### config.mk
export PLATFORM = sky130hd
export DESIGN_NAME = image_download_receiver_core
export DESIGN_NICKNAME = d
export VERILOG_FILES = /design/src/idr_pkg.sv /design/src/idr_session.sv /design/src/idr_res_fifo.sv /design/src/image_download_receiver_core.sv
export SDC_FILE = /design/constraint.sdc
export NUM_CORES = 1
export LEC_CHECK = 0
export BUFFER_PORTS_ARGS = -buffer_cell sky130_fd_sc_hd__clkbuf_2
export CAP_MARGIN = 20
export CORE_ASPECT_RATIO = 1.4
export CORE_MARGIN = 2
export CORE_UTILIZATION = 50
export CTS_CLUSTER_SIZE = 24
export DETAILED_ROUTE_END_ITERATION = 8
export PLACE_DENSITY = 0.74
export SYNTH_ARGS = -nofsm -noshare
export SYNTH_HDL_FRONTEND = slang
export SYNTH_SLANG_ARGS = --single-unit
### constraint.sdc
create_clock -name clk -period 6.55 [get_ports clk]
set_clock_uncertainty 0.15 [all_clocks]
set_input_delay 1.31 -clock clk [delete_from_list [all_inputs] [get_ports clk]]
set_output_delay 1.31 -clock clk [all_outputs]
set_load 0.01 [all_outputs]
### src/idr_pkg.sv
package idr_pkg;

  // header layout and protocol constants
  localparam int unsigned HEADER_BYTES = 12;
  localparam logic [31:0] IMAGE_MAGIC   = 32'h4D43_544F;
  localparam logic [31:0] CRC_POLY      = 32'hEDB8_8320;
  localparam logic [31:0] CRC_INIT      = 32'hFFFF_FFFF;
  localparam logic [20:0] LEN_CEILING   = 21'd1048576;
  localparam logic [20:0] MAX_LEN_RESET = 21'd843776;

  // command codes
  localparam logic [1:0] CMD_BYTE  = 2'd0;
  localparam logic [1:0] CMD_ABORT = 2'd1;
  localparam logic [1:0] CMD_START = 2'd2;

  // result kinds
  localparam logic KIND_DATA   = 1'b0;
  localparam logic KIND_STATUS = 1'b1;

  // session status codes
  localparam logic [2:0] ST_OK           = 3'd0;
  localparam logic [2:0] ST_BAD_MAGIC    = 3'd1;
  localparam logic [2:0] ST_BAD_LENGTH   = 3'd2;
  localparam logic [2:0] ST_CRC_MISMATCH = 3'd3;
  localparam logic [2:0] ST_ABORTED      = 3'd4;

  // result queue depth
  localparam int unsigned RES_DEPTH = 4;

  typedef enum logic [1:0] {
    PH_HEADER  = 2'd0,
    PH_PAYLOAD = 2'd1,
    PH_IDLE    = 2'd2
  } phase_t;

  typedef struct packed {
    logic [1:0] command;
    logic [7:0] data_byte;
  } idr_in_t;

  typedef struct packed {
    logic        kind;
    logic [19:0] offset;
    logic [7:0]  payload;
    logic [2:0]  status;
    logic        last;
  } idr_out_t;

  // results produced by one request, written to the queue together
  typedef struct packed {
    logic [1:0] cnt;
    idr_out_t   r0;
    idr_out_t   r1;
  } idr_push_t;

  // reflected crc-32 update over one byte
  function automatic logic [31:0] crc32_byte(input logic [31:0] crc_in,
                                             input logic [7:0] b);
    logic [31:0] c;
    c = crc_in ^ {24'b0, b};
    for (int k = 0; k < 8; k++) begin
      c = (c >> 1) ^ (c[0] ? CRC_POLY : 32'b0);
    end
    return c;
  endfunction

endpackage

### src/idr_session.sv
module idr_session import idr_pkg::*; (
  input  logic        clk,
  input  logic        rst_n,
  input  logic        fire,
  input  idr_in_t     item,
  input  logic        cfg_we,
  input  logic [20:0] cfg_wdata,
  output idr_push_t   push
);

  phase_t      phase_r, phase_nxt;
  logic [3:0]  hdr_cnt_r, hdr_cnt_nxt;
  logic [31:0] magic_r, magic_nxt;
  logic [31:0] img_len_r, img_len_nxt;
  logic [31:0] exp_crc_r, exp_crc_nxt;
  logic [31:0] crc_r, crc_nxt;
  logic [19:0] offset_r, offset_nxt;
  logic [20:0] max_len_r;

  logic [20:0] lim;
  logic [31:0] byte_sh;
  logic [4:0]  sh_amt;
  logic [31:0] crc_new;
  logic [20:0] off_inc;

  // configured limit, saturated to the offset span
  assign lim = (max_len_r > LEN_CEILING) ? LEN_CEILING : max_len_r;

  assign sh_amt  = {hdr_cnt_r[1:0], 3'b000};
  assign byte_sh = {24'b0, item.data_byte} << sh_amt;
  assign crc_new = crc32_byte(crc_r, item.data_byte);
  assign off_inc = {1'b0, offset_r} + 21'd1;

  // configuration register
  always_ff @(posedge clk) begin
    if (!rst_n) begin
      max_len_r <= MAX_LEN_RESET;
    end else if (cfg_we) begin
      max_len_r <= cfg_wdata;
    end
  end

  // session state
  always_ff @(posedge clk) begin
    if (!rst_n) begin
      phase_r   <= PH_HEADER;
      hdr_cnt_r <= '0;
      magic_r   <= '0;
      img_len_r <= '0;
      exp_crc_r <= '0;
      crc_r     <= CRC_INIT;
      offset_r  <= '0;
    end else begin
      phase_r   <= phase_nxt;
      hdr_cnt_r <= hdr_cnt_nxt;
      magic_r   <= magic_nxt;
      img_len_r <= img_len_nxt;
      exp_crc_r <= exp_crc_nxt;
      crc_r     <= crc_nxt;
      offset_r  <= offset_nxt;
    end
  end

  // request decode, header parse, crc and result build
  always_comb begin
    phase_nxt   = phase_r;
    hdr_cnt_nxt = hdr_cnt_r;
    magic_nxt   = magic_r;
    img_len_nxt = img_len_r;
    exp_crc_nxt = exp_crc_r;
    crc_nxt     = crc_r;
    offset_nxt  = offset_r;
    push        = '0;
    if (fire) begin
      case (item.command)
        CMD_START: begin
          phase_nxt   = PH_HEADER;
          hdr_cnt_nxt = '0;
          magic_nxt   = '0;
          img_len_nxt = '0;
          exp_crc_nxt = '0;
          crc_nxt     = CRC_INIT;
          offset_nxt  = '0;
        end
        CMD_ABORT: begin
          if (phase_r == PH_HEADER || phase_r == PH_PAYLOAD) begin
            phase_nxt        = PH_IDLE;
            push.cnt         = 2'd1;
            push.r0.kind     = KIND_STATUS;
            push.r0.status   = ST_ABORTED;
            push.r0.last     = 1'b1;
          end
        end
        CMD_BYTE: begin
          case (phase_r)
            PH_HEADER: begin
              case (hdr_cnt_r[3:2])
                2'd0:    magic_nxt   = magic_r | byte_sh;
                2'd1:    img_len_nxt = img_len_r | byte_sh;
                default: exp_crc_nxt = exp_crc_r | byte_sh;
              endcase
              hdr_cnt_nxt = hdr_cnt_r + 4'd1;
              if (hdr_cnt_nxt == 4'(HEADER_BYTES)) begin
                if (magic_nxt != IMAGE_MAGIC) begin
                  phase_nxt      = PH_IDLE;
                  push.cnt       = 2'd1;
                  push.r0.kind   = KIND_STATUS;
                  push.r0.status = ST_BAD_MAGIC;
                  push.r0.last   = 1'b1;
                end else if (img_len_nxt == 32'd0 || img_len_nxt > {11'b0, lim}) begin
                  phase_nxt      = PH_IDLE;
                  push.cnt       = 2'd1;
                  push.r0.kind   = KIND_STATUS;
                  push.r0.status = ST_BAD_LENGTH;
                  push.r0.last   = 1'b1;
                end else begin
                  phase_nxt = PH_PAYLOAD;
                end
              end
            end
            PH_PAYLOAD: begin
              crc_nxt         = crc_new;
              offset_nxt      = off_inc[19:0];
              push.r0.kind    = KIND_DATA;
              push.r0.offset  = offset_r;
              push.r0.payload = item.data_byte;
              if ({11'b0, off_inc} >= img_len_r) begin
                phase_nxt      = PH_IDLE;
                push.cnt       = 2'd2;
                push.r1.kind   = KIND_STATUS;
                push.r1.status = (~crc_new == exp_crc_r) ? ST_OK : ST_CRC_MISMATCH;
                push.r1.last   = 1'b1;
              end else begin
                push.cnt     = 2'd1;
                push.r0.last = 1'b1;
              end
            end
            default: ;
          endcase
        end
        default: ;
      endcase
    end
  end

`ifndef NO_ASSERTIONS
  // header counter never runs past the header while collecting it
  a_hdr_cnt: assert property (@(posedge clk) disable iff (!rst_n)
    (phase_r == PH_HEADER) |-> (hdr_cnt_r < 4'(HEADER_BYTES)))
    else $error("header count beyond header");

  // payload offset stays inside the announced image
  a_offset: assert property (@(posedge clk) disable iff (!rst_n)
    (phase_r == PH_PAYLOAD) |-> ({12'b0, offset_r} < img_len_r))
    else $error("payload offset outside image");

  // a pair of results is a data byte followed by the closing status
  a_pair: assert property (@(posedge clk) disable iff (!rst_n)
    (push.cnt == 2'd2) |-> (push.r0.kind == KIND_DATA && !push.r0.last &&
                            push.r1.kind == KIND_STATUS && push.r1.last))
    else $error("malformed result pair");

  // any result closes the session except a non-final data byte
  a_close: assert property (@(posedge clk) disable iff (!rst_n)
    (push.cnt != 2'd0 && push.r0.kind == KIND_STATUS) |=> (phase_r == PH_IDLE))
    else $error("status result without closing session");
`endif

endmodule

### src/idr_res_fifo.sv
module idr_res_fifo import idr_pkg::*; (
  input  logic      clk,
  input  logic      rst_n,
  input  idr_push_t push,
  output logic      room2,
  output logic      out_valid,
  input  logic      out_ready,
  output idr_out_t  out_data
);

  localparam int unsigned PW = $clog2(RES_DEPTH);

  idr_out_t      mem_r [RES_DEPTH];
  logic [PW-1:0] wr_ptr_r, rd_ptr_r;
  logic [PW:0]   count_r, count_nxt;
  logic          pop;
  logic [PW-1:0] wr_ptr1;

  assign pop       = out_valid && out_ready;
  assign out_valid = (count_r != '0);
  assign out_data  = mem_r[rd_ptr_r];
  assign room2     = (count_r <= (PW+1)'(RES_DEPTH - 2));
  assign wr_ptr1   = wr_ptr_r + 1'b1;

  assign count_nxt = count_r + {{(PW-1){1'b0}}, push.cnt} - {{PW{1'b0}}, pop};

  // result storage
  always_ff @(posedge clk) begin
    if (push.cnt != 2'd0) begin
      mem_r[wr_ptr_r] <= push.r0;
    end
    if (push.cnt == 2'd2) begin
      mem_r[wr_ptr1] <= push.r1;
    end
  end

  // pointers and fill count
  always_ff @(posedge clk) begin
    if (!rst_n) begin
      wr_ptr_r <= '0;
      rd_ptr_r <= '0;
      count_r  <= '0;
    end else begin
      wr_ptr_r <= wr_ptr_r + push.cnt[PW-1:0];
      if (pop) begin
        rd_ptr_r <= rd_ptr_r + 1'b1;
      end
      count_r <= count_nxt;
    end
  end

`ifndef NO_ASSERTIONS
  // fill count bounded by depth
  a_bound: assert property (@(posedge clk) disable iff (!rst_n)
    count_r <= (PW+1)'(RES_DEPTH))
    else $error("result queue overflow");

  // pointers stay consistent with the fill count
  a_ptrs: assert property (@(posedge clk) disable iff (!rst_n)
    (wr_ptr_r - rd_ptr_r) == count_r[PW-1:0])
    else $error("queue pointers out of step with count");

  // a pair is only written when room for two was reported
  a_room: assert property (@(posedge clk) disable iff (!rst_n)
    (push.cnt != 2'd0) |-> $past(room2) || room2)
    else $error("push without room");
`endif

endmodule

### src/image_download_receiver_core.sv
// Image download receiver: parses a 12-byte little-endian header (magic,
// length, expected crc-32), passes payload bytes out with their offsets and
// closes each finished, failed or aborted session with one status result.
// Input channel in_valid/in_ready carries one request per accepted cycle:
// a stream byte, an abort or a session start. Result channel
// out_valid/out_ready carries data results (kind 0) and status results
// (kind 1); last marks the final result caused by a request.
// cfg_we/cfg_wdata write the maximum image length at any edge with cfg_we.
// Throughput: one request per cycle while the queue has room for two
// results. A request is held in the input register, processed there by
// the header/crc logic (a byte-wide crc update) and written into a
// four-entry result queue, which offers its results on the output channel.
// The final payload byte writes two results into the queue at once.
// A request is processed only while the queue has room for two results;
// when the receiver stalls, the queue fills and in_ready drops, and no
// result is lost or repeated.
// Reset: the session opens waiting for a header, the length limit returns
// to its default, the queue empties. No clearing pass is needed.
module image_download_receiver_core import idr_pkg::*; (
  input  logic        clk,
  input  logic        rst_n,
  input  logic        in_valid,
  output logic        in_ready,
  input  idr_in_t     in_data,
  output logic        out_valid,
  input  logic        out_ready,
  output idr_out_t    out_data,
  input  logic        cfg_we,
  input  logic [20:0] cfg_wdata
);

  logic      item_valid_r;
  idr_in_t   item_r;
  logic      fire;
  logic      room2;
  idr_push_t push;

  // the held request is processed when two result slots are free
  assign fire     = item_valid_r && room2;
  assign in_ready = !item_valid_r || fire;

  // input register
  always_ff @(posedge clk) begin
    if (!rst_n) begin
      item_valid_r <= 1'b0;
    end else if (in_ready) begin
      item_valid_r <= in_valid;
    end
  end

  always_ff @(posedge clk) begin
    if (in_ready && in_valid) begin
      item_r <= in_data;
    end
  end

  idr_session u_session (
    .clk       (clk),
    .rst_n     (rst_n),
    .fire      (fire),
    .item      (item_r),
    .cfg_we    (cfg_we),
    .cfg_wdata (cfg_wdata),
    .push      (push)
  );

  idr_res_fifo u_res_fifo (
    .clk       (clk),
    .rst_n     (rst_n),
    .push      (push),
    .room2     (room2),
    .out_valid (out_valid),
    .out_ready (out_ready),
    .out_data  (out_data)
  );

`ifndef NO_ASSERTIONS
  // a held request waits only for queue room
  a_hold: assert property (@(posedge clk) disable iff (!rst_n)
    (item_valid_r && !room2) |=> item_valid_r && $stable(item_r))
    else $error("held request lost");

  // a held request is taken as soon as the queue has room
  a_take: assert property (@(posedge clk) disable iff (!rst_n)
    (item_valid_r && room2) |-> in_ready)
    else $error("ready low with room available");

  // results only appear after a request was processed
  a_cause: assert property (@(posedge clk) disable iff (!rst_n)
    (push.cnt != 2'd0) |-> fire)
    else $error("result without request");
`endif

endmodule

## Word-level counts from Yosys, hierarchy flattened

Memories as Yosys holds them, arrays and structs flattened. A register that Yosys moved wholly into a read port is not among the register bits.
Index checks and enable logic that the tools add are counted.

| cells by class | value |
|---|---|
| $add $sub $neg | 7 |
| $lt $le $gt $ge | 4 |
| eq/ne operators | 15 |
| shift-type cells | 1 |
| mux-type cells | 69 |
| bitwise logic cells | 13 |
| reductions and logical operators | 20 |

Operators by type and width:

| cell | number |
|---|---|
| two-way mux 32 bit | 21 |
| case mux 32 bit (2 select lines) | 4 |
| XOR 31 x 32 -> 32 bit | 8 |
| bitwise OR 32 bit | 3 |
| two-way mux 28 bit | 2 |
| case mux 20 bit (2 select lines) | 1 |
| two-way mux 36 bit | 1 |
| equality test 32 bit | 1 |
| greater-or-equal comparator 21 x 32 -> 1 bit | 1 |
| greater-than comparator 32 x 21 -> 1 bit | 1 |
| logical NOT 32 bit | 1 |
| two-way mux 4 bit | 8 |
| != test 32 x 31 -> 1 bit, second input constant | 1 |
| NOT 32 bit | 1 |
| << shifter 8 x 5 -> 32 bit | 1 |
| XOR 32 x 8 -> 32 bit | 1 |
| two-way mux 2 bit | 11 |
| adder 20 x 1 -> 21 bit, second input constant | 1 |
| greater-than comparator 21 bit, second input constant | 1 |
| two-way mux 21 bit | 1 |
| two-way mux 20 bit | 1 |
| case mux 4 bit (2 select lines) | 2 |
| two-way mux 3 bit | 4 |
| case mux 3 bit (2 select lines) | 2 |
| other kinds (27) | 50 |

| storage, ports and cells | value |
|---|---|
| flip-flop bits (word level) | 193 |
| RAM bits | 132 |
| input bits | 36 |
| output and inout port bits | 35 |
| word-level logic and storage cells | 144 |
| memories | 1 |

Memory list:

| memory | depth | width | read ports | clocked after memory_dff | write ports | RTL line | text |
|---|---|---|---|---|---|---|---|
| u_res_fifo.mem_r | 4 | 33 | 1 | 1 | 2 | idr_res_fifo.sv:13 | `idr_out_t mem_r [RES_DEPTH];` |

## Depth between registers and ports, before layout

| logic depth | value |
|---|---|
| depth in word-level cells | 24 |
| mapped depth | 26 |
| gate-level depth less buffers | 24 |

## Hierarchy

A second synthesis with hierarchy kept.

| unflattened totals | value |
|---|---|
| cell total of the unflattened synthesis | 1,617 |
| area, all modules | 17,217.8 sq um |

By module, submodules not included:

| module | instances | cells an instance | area an instance (sq um) | sequential area each (sq um) |
|---|---|---|---|---|
| idr_session | 1 | 1,231 | 9,938.3 | 3,503.4 |
| idr_res_fifo | 1 | 370 | 6,914.1 | 4,144.0 |
| image_download_receiver_core | 1 | 16 | 365.4 | 320.3 |

## Worst setup path after synthesis

OpenSTA, ideal clock, no wires.

| path | value |
|---|---|
| path type | flip-flop to flip-flop |
| from | reg u_session.offset_r[6] |
| to | reg u_res_fifo.count_r[2] |
| setup time | 0.115 ns |
| data arrival time | 4.837 ns |
| data required time | 6.285 ns |
| slack | 1.448 ns |
| cell stages (with the launch flop) | 27 |
| buffers on the path | 3 |
| period minus slack after synthesis | 5.102 ns |
| path through | dfxtp_1 > clkbuf_1 > and3_1 > or4b_1 > clkbuf_1 > nor2_1 > and3_1 > and3_1 > clkbuf_1 > nand3_1 > xnor2_1 > ha_1 > a21o_1 > a21oi_1 > nor2_1 > a211oi_1 > a31oi_1 > a21bo_2 > inv_1 > ha_1 > inv_1 > ha_1 > inv_1 > fa_1 > xor2_1 > xnor2_1 > and2_1 |

| between the ends | value |
|---|---|
| word-level cells in the longest chain between the ends | 8 |

RTL lines:

| what | RTL line | text |
|---|---|---|
| start, declared | idr_session.sv:17 | `logic [19:0] offset_r, offset_nxt;` |
| start signal, assigned | idr_session.sv:60 | `offset_r <= offset_nxt;` |
| adder 20 x 1 -> 21 bit | idr_session.sv:32 | `assign off_inc = {1'b0, offset_r} + 21'd1;` |
| greater-or-equal comparator 21 x 32 -> 1 bit | idr_session.sv:127 | `if ({11'b0, off_inc} >= img_len_r) begin` |
| two-way mux 2 bit | idr_session.sv:127 |  |
| case mux 3 bit (2 select lines) | idr_session.sv:95 | `case (phase_r)` |
| case mux 3 bit (2 select lines) | idr_session.sv:75 | `case (item.command)` |
| two-way mux 36 bit | idr_session.sv:74 | `if (fire) begin` |
| adder 3 x 2 -> 3 bit | idr_res_fifo.sv:25 | `assign count_nxt = count_r + {{(PW-1){1'b0}}, push.cnt} - {{PW{1'b0}}, pop};` |
| subtractor 3 x 1 -> 3 bit | idr_res_fifo.sv:25 |  |
| end signal, assigned | idr_res_fifo.sv:48 | `count_r <= count_nxt;` |
| end, declared | idr_res_fifo.sv:15 | `logic [PW:0] count_r, count_nxt;` |

Every way passes these cells.
A chain may end at the register's enable or synchronous reset.

## Worst setup path after layout

Ends and elaborated chain as after synthesis.

==> metrics.yaml <==
status: "finished clean"
maxSlewViolCount: 0
reg2reg_depth: 23
period_minus_slack_ps: 5570
fmax_ghz: 0.180
antenna_found_initial: 0
ir_drop_mv: 0.157
die_x_um: 155
clk_pin_slew_ps: 60
grt.total_usage: 0.246
seq_area_mm2: 0.00681
area_growth_pct: 11.1
cts_buffers: 34
hold_buffers: 0
first_global_vias: 12885
crit_fanout: 8
multi_input_area_mm2: 0.00853
synth.area.top_cells: "dfxtp_1 38%, mux2i_1 6.9%, nand2_1 5.5%"
use_met1: 0.292
cp.arrival_ps: 5830
io_buffers: 70
timing.rr.start: "u_session.offset_r[6]"
gr-usage-met3: 0.0382
cp-start-kind: "flip-flop"
cp-startpoint: "u_session.offset_r[6]"
start_util: 0.508
worst_pin_slew_ps: 1060
die_height_um: 216
dpl.cell_count: 2081
ys.flop_type: "dfxtp_1"
worstSkewPairLatency_ps: 530
cts_max_level: 2
fill_cells: 2736
diodes: 0
coreArea_mm2: 0.0316
p_per_area_mw_per_mm2: 271
crit_required_ps: 6810
path_class: "flip-flop to flip-flop"
vias: 12816
grt_first_pass_wirelength_um: 66800
synth-simple-area-share: 0.165
ys_seq_area_frac: 0.424
synthMostInstantiatedCell: "dfxtp_1"
root_buffer: "clkbuf_16"
antenna_left: 0
grt_busiest_layer: "met2"
fin_nets: 1808
drt-pass1-iter-count: 6
hpwl_um: 28700
met2_usage: 0.432
wirelength_um: 41500
fin_tns_setup_ps: 0
clockBufferDepth: 3
syn-cell-area_mm2: 0.0161
drc: 0
worstReg2RegEnd: "u_res_fifo.count_r[2]"
synth_edf_count: 26
yosys_warnings: 0
finalSetupViolCount: 0
viasPerCell: 5.99
synth_xor_area_frac: 0.0843
synth.avg_cell_area_um2: 9.40
hp-class: "flip-flop to flip-flop"
cts_tree: "built"
syn_nets: 1793
post_cts_buffers: 0
dieArea_mm2: 0.0336
synth_cell_types: 70
hold_viol: 0
yosysTopAreaCellShare: 0.375
synth-seq-cells: 327
rows: 77
cap_viol_max_count: 0
rsz0062_at_grt: "false"
synth_top_family_by_area: "simple AND/OR/NAND/NOR gates"
post_drt_wl_per_cell_um: 19.4
clock_sinks: 327
synth_common_cells: "301 x dfxtp_1, 236 x nand2_1, 126 x nor2_1"
grt_max_degree: 89
place_congestion: 0.950
grt_overflow: 0
ys_async_sr_fraction: 0
post_cts_resized: 0
yosysTopAreaCell: "dfxtp_1"
muxShareOfSynthArea: 0.117
total_power_mw: 4.84
leakage_nw: 7.34
endpoint_kind: "flip-flop"
slew_headroom: 0.294
synth_compound_area_frac: 0.125
endpoint: "u_res_fifo.count_r[2]"
final_cells: 2141
synth_adder_area_share: 0.0387
first_iter_violations: 978
synth_cells: 1708
rrSetupSlack_ps: 980
pin_count: 71
finalCritPeriodShare: 0.850
drive_gt1_frac: 0.129
## state kept, by name (all words and copies together), names as in the netlist, 2 cells and up, named ones only
register             count
u_session.img_len_r     32
u_session.offset_r      20
u_res_fifo.mem_r       132
u_session.max_len_r     21
item_r                  10
u_res_fifo.rd_ptr_r      2
u_res_fifo.count_r       3
u_res_fifo.wr_ptr_r      2
u_session.hdr_cnt_r      4
u_session.exp_crc_r     32
u_session.magic_r       32
u_session.crc_r         32
u_session.phase_r        2
## cell type report
type | count | share of cell area
clock inverter | 5 | 0.00288
tap | 395 | 0.0277
inverter | 51 | 0.0107
timing repair buffer | 104 | 0.0351
multi-input combinational | 1205 | 0.478
clock buffer | 54 | 0.0640
sequential | 327 | 0.382
## power breakdown
group	leakage (nW)	switching [mW]	internal [mW]	total, mW
Clock	0.596	0.790	1.23	2.02
Combinational	4.05	0.402	0.299	0.701
Sequential	2.69	0.0558	2.06	2.11
## routing by layer
| layer | part of all wire | routed length (µm) |
|---|---|---|
| met5 | 0 | 0 |
| met4 | 0.045 | 1880 |
| met3 | 0.059 | 2440 |
| met2 | 0.50 | 20700 |
| met1 | 0.40 | 16500 |
## metrics by stage
| step | worst slack [ps] | instance area (µm²) | hold slack [ps] | utilization |
|---|---|---|---|---|
| global route | 556 | 17800 | 324 | 0.564 |
| detailed placement | 1070 | 16600 | 296 | 0.526 |
| global placement | 1250 | 16600 | 286 | 0.526 |
| CTS | 1010 | 17800 | 305 | 0.564 |
| floorplan | 1450 | 16100 | 275 | - |
| finish | 984 | 17800 | 306 | 0.564 |
## kinds of logic after synthesis
group / Yosys count
DFF: 327
buffers and inverters: 176
and+or+nand+nor: 571
adders and majority gates: 49
AOI/OAI and AO/OA: 316
xor gates and xnor gates: 124
muxes: 145
## critical path, cell delays in order (launching register included)
cell and delay, ps:
dfxtp_1 470, and3_1 230, or4b_1 560, nor2_1 230, and3_1 250, and3_1 270, nand3_1 160, xnor2_1 210
ha_1 270, a21o_1 160, a21oi_1 140, nor2_1 70, a211oi_1 430, a31oi_1 140, a21bo_2 290, inv_1 90
ha_1 280, inv_1 60, ha_1 140, inv_1 50, fa_1 380, xor2_1 170, xnor2_1 120, and2_1 150
## layout by cell type (no fill, tap or decap), drive strengths merged, types with 9 or more instances in the layout
cell type / n
a211oi: 21
a21oi: 83
a22o: 29
a31oi: 55
and2: 22
and3: 20
buf: 34
clkbuf: 124
dfxtp: 301
edfxtp: 26
ha: 48
inv: 51
mux2i: 110
mux4: 34
nand2: 236
nand3: 30
nand4: 15
nor2: 126
nor2b: 38
nor3: 32
nor4: 25
o21ai: 54
o22ai: 28
xnor2: 71
xnor3: 9
xor2: 44
## how the worst min path moves through the flow
stage	start	to	slack, ps	cells past startpoint
global placement	u_res_fifo.mem_r[0][3]	u_res_fifo.mem_r[0][3]	290	2
floorplan	u_res_fifo.mem_r[2][3]	u_res_fifo.mem_r[2][3]	280	2
global route	u_res_fifo.mem_r[2][20]	u_res_fifo.mem_r[2][20]	320	2
CTS	u_res_fifo.mem_r[2][3]	u_res_fifo.mem_r[2][3]	300	2
finish	u_res_fifo.mem_r[2][3]	u_res_fifo.mem_r[2][3]	310	2
detailed placement	u_res_fifo.mem_r[2][3]	u_res_fifo.mem_r[2][3]	300	2
Power figures use the tool's default switching activity.
